### src/rtl/accumulator_machine_execute_unit_macros.svh
// Assertion helpers for the RTL files; amx_ctrl includes them.
`ifndef ACCUMULATOR_MACHINE_EXECUTE_UNIT_MACROS_SVH
`define ACCUMULATOR_MACHINE_EXECUTE_UNIT_MACROS_SVH

// Checked on every clock edge outside reset.
`define AMX_ASSERT(label, prop, msg) \
  label: assert property (@(posedge clk) disable iff (rst) prop) else $error(msg);

// Checked on every clock edge, reset included.
`define AMX_ASSERT_ALWAYS(label, prop, msg) \
  label: assert property (@(posedge clk) prop) else $error(msg);

`endif

### src/rtl/amx_pkg.sv
package amx_pkg;

  localparam logic [3:0] OP_READ    = 4'd0;
  localparam logic [3:0] OP_WRITE   = 4'd1;
  localparam logic [3:0] OP_LOAD    = 4'd2;
  localparam logic [3:0] OP_STORE   = 4'd3;
  localparam logic [3:0] OP_ADD     = 4'd4;
  localparam logic [3:0] OP_SUB     = 4'd5;
  localparam logic [3:0] OP_DIV     = 4'd6;
  localparam logic [3:0] OP_MUL     = 4'd7;
  localparam logic [3:0] OP_MOD     = 4'd8;
  localparam logic [3:0] OP_POW     = 4'd9;
  localparam logic [3:0] OP_BR      = 4'd10;
  localparam logic [3:0] OP_BRNEG   = 4'd11;
  localparam logic [3:0] OP_BRPOS   = 4'd12;
  localparam logic [3:0] OP_BRZERO  = 4'd13;
  localparam logic [3:0] OP_HALT    = 4'd14;
  localparam logic [3:0] OP_INVALID = 4'd15;

  localparam logic [1:0] ST_RUN     = 2'd0;
  localparam logic [1:0] ST_HALT    = 2'd1;
  localparam logic [1:0] ST_INVALID = 2'd2;
  localparam logic [1:0] ST_DIVZERO = 2'd3;

  typedef struct packed {
    logic [3:0]         opcode;
    logic [6:0]         operand;
    logic signed [31:0] read_value;
  } in_item_t;

  typedef struct packed {
    logic [6:0]         next_counter;
    logic signed [31:0] accumulator_out;
    logic               write_valid;
    logic signed [31:0] write_value;
    logic [1:0]         status;
  } out_item_t;

  typedef enum logic [2:0] {
    S_CLEAR,
    S_IDLE,
    S_EXEC,
    S_DIV,
    S_POW,
    S_FIN,
    S_DONE
  } state_t;

  typedef struct packed {
    logic clear_step;
    logic capture;
    logic exec;
    logic div_step;
    logic pow_step;
    logic finish;
    logic publish;
  } cmd_t;

  typedef struct packed {
    logic clear_last;
    logic go_div;
    logic go_pow;
    logic div_last;
    logic pow_last;
  } sts_t;

endpackage

### src/rtl/amx_ctrl.sv
`include "accumulator_machine_execute_unit_macros.svh"

module amx_ctrl (
  input  logic          clk,
  input  logic          rst,
  input  logic          in_valid,
  output logic          in_ready,
  output logic          out_valid,
  input  logic          out_ready,
  output amx_pkg::cmd_t cmd,
  input  amx_pkg::sts_t sts
);
  import amx_pkg::*;

  state_t state, state_next;
  logic   out_valid_next;

  always_ff @(posedge clk) begin
    if (rst) begin
      state     <= S_CLEAR;
      out_valid <= 1'b0;
    end else begin
      state     <= state_next;
      out_valid <= out_valid_next;
    end
  end

  always_comb begin
    state_next = state;
    cmd        = '0;
    in_ready   = 1'b0;
    unique case (state)
      S_CLEAR: begin
        cmd.clear_step = 1'b1;
        if (sts.clear_last) state_next = S_IDLE;
      end
      S_IDLE: begin
        in_ready = 1'b1;
        if (in_valid) begin
          cmd.capture = 1'b1;
          state_next  = S_EXEC;
        end
      end
      S_EXEC: begin
        cmd.exec = 1'b1;
        if (sts.go_div)      state_next = S_DIV;
        else if (sts.go_pow) state_next = S_POW;
        else                 state_next = S_DONE;
      end
      S_DIV: begin
        cmd.div_step = 1'b1;
        if (sts.div_last) state_next = S_FIN;
      end
      S_POW: begin
        cmd.pow_step = 1'b1;
        if (sts.pow_last) state_next = S_FIN;
      end
      S_FIN: begin
        cmd.finish = 1'b1;
        state_next = S_DONE;
      end
      S_DONE: begin
        // hold until the output register is free
        if (!out_valid || out_ready) begin
          cmd.publish = 1'b1;
          state_next  = S_IDLE;
        end
      end
      default: state_next = S_CLEAR;
    endcase
    out_valid_next = cmd.publish | (out_valid & ~out_ready);
  end

  `AMX_ASSERT_ALWAYS(a_reset_clears, rst |=> state == S_CLEAR, "reset did not start clear sweep")
  `AMX_ASSERT(a_accept_exec, (in_valid && in_ready) |=> state == S_EXEC, "accept not followed by exec")
  `AMX_ASSERT(a_publish_free, cmd.publish |-> (!out_valid || out_ready), "result overwrote beat")
  `AMX_ASSERT(a_fin_done, state == S_FIN |=> (state == S_DONE && !in_ready), "finish not published")
endmodule

### config.mk
export PLATFORM = sky130hd
export DESIGN_NAME = amx_ctrl
export DESIGN_NICKNAME = d
export VERILOG_FILES = /design/src/rtl/amx_pkg.sv /design/src/rtl/amx_ctrl.sv
export VERILOG_INCLUDE_DIRS = /design/src /design/src/rtl
export SDC_FILE = /design/constraint.sdc
export NUM_CORES = 1
export LEC_CHECK = 0
export BUFFER_PORTS_ARGS = -buffer_cell sky130_fd_sc_hd__buf_2
export CORE_AREA = 2 2 39 41
export DETAILED_ROUTE_END_ITERATION = 8
export DIE_AREA = 0 0 41 43
export GPL_ROUTABILITY_DRIVEN = 1
export GPL_TIMING_DRIVEN = 1
export PLACE_DENSITY_LB_ADDON = 0.05
export SLEW_MARGIN = 20
export SYNTH_ARGS = -nofsm -noshare
export SYNTH_HDL_FRONTEND = slang
export SYNTH_SLANG_ARGS = --single-unit
### constraint.sdc
create_clock -name clk -period 3.12 [get_ports clk]
set_input_delay 0.624 -clock clk [delete_from_list [all_inputs] [get_ports clk]]
set_output_delay 0.624 -clock clk [all_outputs]
set_load 0.01 [all_outputs]
After elaboration in Yosys (flattened, before gate mapping)
Index checks and enable logic that the tools add are counted.
{ "totals": {"register_bits": 4, "memories": 0, "ram_bits": 0, "latch_bits": 0, "rom_bits": 0} }
{ "classes": {"n_div": 0, "muxes": 18, "eq_ne": 11, "add_sub_neg": 0, "shifts": 0, "bitwise": 3, "n_reduce_logical": 4, "order_cmp": 0, "n_mul": 0} }
{ "op_table": {"columns": ["operator", "n"], "rows": [
  ["one-hot mux 3 bit (7 select lines)", 1],
  ["2-to-1 mux 3 bit", 6],
  ["2-to-1 mux 1 bit", 10],
  ["!= test 2 bit, second input constant", 5],
  ["== test 3 bit, second input constant", 3],
  ["== test 3 x 2 -> 1 bit, second input constant", 2],
  ["AND reduction 5 bit", 1],
  ["== test 3 x 1 -> 1 bit, second input constant", 1],
  ["logical NOT 3 bit", 1],
  ["2-to-1 mux 2 bit", 1],
  ["AND 1 bit", 1],
  ["logical NOT 1 bit", 1],
  ["logical OR 1 bit", 1],
  ["NOT 1 bit", 1],
  ["OR 1 bit", 1]
]} }

Depth between registers and ports, before layout
{ "logic_depth": {"word_depth": 5, "mapped_depth": 5, "mapped_depth_nobuf": 4} }

Worst setup path before layout
Ideal clock, no wire load.
{ "synth_timing": {"path_type": "input-to-output", "from": "in out_ready", "to": "out cmd[0] (netlist bit)", "path_buffers": 0, "slack_ns": 1.523, "stages": 2, "required_ns": 2.496, "arrival_ns": 0.973, "cell_sequence": "nand2b_1 > and3_1"} }
{ "synth_rtl": {"columns": ["element", "line", "rtl"], "rows": [
  ["start, declared", "amx_ctrl.sv:9", "input logic out_ready,"],
  ["end, declared", "amx_ctrl.sv:10", "output amx_pkg::cmd_t cmd,"]
]} }

==> metrics.md <==
| Metric | Value |
|---|---|
| Pin count of the biggest net entering global routing | `16` |
| Data required time of the worst path | `2500 ps` |
| H-tree level count | `1` |
| Net count reported at finish | `71` |
| Max Root-Sink Buffers | `2` |
| Cell depth of the worst hold path | `2` |
| Commonest cells after routing, fill and taps aside | `sky130_fd_sc_hd__buf_2 (17), sky130_fd_sc_hd__nor2_1 (6), sky130_fd_sc_hd__a21oi_1 (4), sky130_fd_sc_hd__dfxtp_1 (4)` |
| RSZ-0062 raised after global routing | `no` |
| Crit Reg-Reg Endpoint | `state[1]` |
| # setup viols final | `0` |
| Worst Path Arrival | `1400 ps` |
| Max Freq | `493 MHz` |
| EDFF count, synth | `0` |
| Overall die height | `43 um` |
| Total clock buffers created by CTS | `3` |
| Net count after synthesis | `51` |
| Number of maximum-capacitance constraint violations | `0` |
| Global-route wire length before repair | `1260 um` |
| Number of different library cells in the post-synthesis netlist | `26` |
| Hold-critical path endpoint | `out_valid` |
| Fill cell total of the finished layout | `167` |
| Final-report max-slew violation count | `0` |
| Startpoint type of the worst setup path | `flop` |
| Routed Antenna Nets | `0` |
| Vias/cell | `4.59` |
| Metal3 WL | `66 um` |
| Minimum setup slack after placement | `1300 ps` |
| Number of cells upsized or downsized after cts | `0` |
| Last weighted congestion value of the routability-driven placer | `0.702` |
| Boundary pin count | `18` |
| Portion of the post-synthesis area used by sequential elements | `0.256` |
| Worst-case vdd ir drop | `0.236 mV` |
| Time the final worst path needs with I/O delays and setup | `2030 ps` |
| CP max FO | `15` |
| Leakage | `0.201 nW` |
| Prevailing post-synth register cell | `sky130_fd_sc_hd__dfxtp_1` |
| Estimated wirelength of the detail-placed design | `639 um` |
| Count of final hold-check violations | `0` |
| Power Density | `750 nW/um^2` |
| Via count | `349` |
| Worst clock skew on the final layout | `1.79 ps` |
| Max_slew headroom | `0.679` |
| CTS Hold Bufs | `0` |
| Core outline area | `1380 sq um` |
| Hold Path Class | `flop to flop` |
| Vias in the first global route | `306` |
| Worst Slack Setup Final | `1090 ps` |
| Sort of element at the end of the critical path | `primary output` |
| Routed length per instance | `11.1 um` |
| Buffers inserted by post-CTS timing repair | `0` |
| Initial standard-cell utilization of the core | `0.226` |
| Post-route DRC | `0` |
| Power dissipated by switching net loads | `0.135 mW` |
| Async set-reset flop share out of synthesis | `0` |
| Count of port buffers added during placement | `17` |
| Met1 layer wirelength in the final routing | `408 um` |
| Syn avg cell area | `7.45 sq um` |
| Result of the run | `finished clean` |
| Share of total power in combinational logic | `0.472` |
| Origin of the critical flop-to-flop path | `state[1]` |
| Die footprint | `1760 sq um` |
| Worst min-delay path startpoint | `out_valid` |
| Top routing layer in use | `met3` |
| Final critical-path share of the clock period | `0.650` |
| Final sum of negative setup slack | `0 ps` |
| Growth of design area from synthesis to finish | `36.8%` |
| Std cell rows | `14` |
| Portion of total power attributed to sequential cells | `0.336` |
| Overall routed net length | `843 um` |
| GR Overflow Total | `0` |
| Number of antenna diodes | `0` |
| Router iterations before antenna repair | `2` |
| Clock-pin slew on the worst setup and hold paths | `40 ps` |
| Number of warnings issued by yosys | `0` |
| Proportion of layout cells with a drive suffix above 1 | `0.433` |
| Clock network fraction of design power | `0.191` |
| Synthesized netlist cell count | `42` |
| Drt first-iter violations | `2` |
| Final core utilization | `0.309` |
| Int Pwr | `0.186 mW` |
| Most common cell after layout, fill and taps aside | `sky130_fd_sc_hd__buf_2` |
| Met2 wirelength from detailed routing | `367 um` |
| Post-synthesis instance area | `313 sq um` |
| R2R Setup Slk | `1660 ps` |
| Horizontal die dimension | `41 um` |
| Crit path kind | `flop to primary output` |
| Design Power | `0.321 mW` |
| Switching power share of the total | `0.421` |
| Gr usage total | `0.109` |
| Clock latency at the later pin of the worst-skew pair | `230 ps` |
| Synth Register Bits | `4` |
| CTS tree | `built` |
| Depth of the worst register-to-register path | `3` |
| Clk sinks | `4` |
| Antenna violations before repair | `0` |
| Least-Margin Pin Slew | `481 ps` |
| Master cell of the clock root buffer | `sky130_fd_sc_hd__clkbuf_4` |
==> per-stage QoR <==
step                      instance area (sq um)  hold WS [ps]  std cells
final                                       428           522         76
after detailed placement                    405           521         73
after global placement                      405           519         73
after global routing                        428           583         76
after CTS                                   428           525         76
after floorplan                             313           525         42
==> Yosys cell counts (all sizes together), types with 2 or more instances <==
cell    n  share of area
a21oi   4          0.064
nor3    2          0.032
nand2   3          0.036
o21ai   2          0.044
buf     2          0.040
and3    2          0.040
dfxtp   4           0.26
nor2b   2          0.040
nand2b  2          0.048
nor2    7          0.092
==> power by group through the flow <==
stage,registers [mW],logic [mW],clock network (mW)
2_1_floorplan,0.0813,0.135,0
3_3_place_gp,0.111,0.154,0
3_5_place_dp,0.109,0.152,0
4_1_cts,0.108,0.153,0.0660
5_1_grt,0.112,0.171,0.0705
6_report,0.108,0.152,0.0614
==> how the worst max path moves through the flow <==
stage                     startpoint      to  slack, ps  cells past startpoint
final                       state[1]  cmd[5]       1090                      4
after global routing        state[1]  cmd[5]        990                      4
after CTS                   state[1]  cmd[5]       1070                      4
after detailed placement   out_ready  cmd[0]       1300                      4
after global placement      state[1]  cmd[5]       1310                      4
after floorplan            out_ready  cmd[0]       1520                      2
==> state kept, by name (all words and copies together) (netlist names) <==
name,cells
state,3
out_valid,1
==> worst max-delay path, stage by stage (launching register included) <==
cell and delay, ps:
sky130_fd_sc_hd__dfxtp_1 610, sky130_fd_sc_hd__nand2b_2 230, sky130_fd_sc_hd__nor2_1 50, sky130_fd_sc_hd__and2_1 150, sky130_fd_sc_hd__buf_2 130
==> cells by family (layout without fill, tap and decap cells) <==
family,Yosys count,in the layout,synth area share
AO/OA/AOI/OAI,11,11,0.236
buffers and inverters,3,21,0.0560
AND/OR/NAND/NOR,22,22,0.384
multiplexers,2,2,0.0680
flip-flops,4,4,0.256
==> final cells by class <==
class	count	area, sq um	area share
clock buffer	3	22.5	0.0526
sequential	4	80.1	0.187
tap	16	20.0	0.0468
multi-input combinational	35	215	0.503
timing repair buffer	17	85.1	0.199
inverter	1	5.00	0.0117
==> routing by layer <==
| layer | GRT usage | vias up |
|---|---|---|
| met4 | 0.100 | 0 |
| met3 | 0.0157 | 0 |
| li1 | - | 191 |
| met1 | 0.141 | 146 |
| met5 | 0 | - |
| met2 | 0.147 | 12 |
No activity file was read; power rests on OpenSTA's default activity.
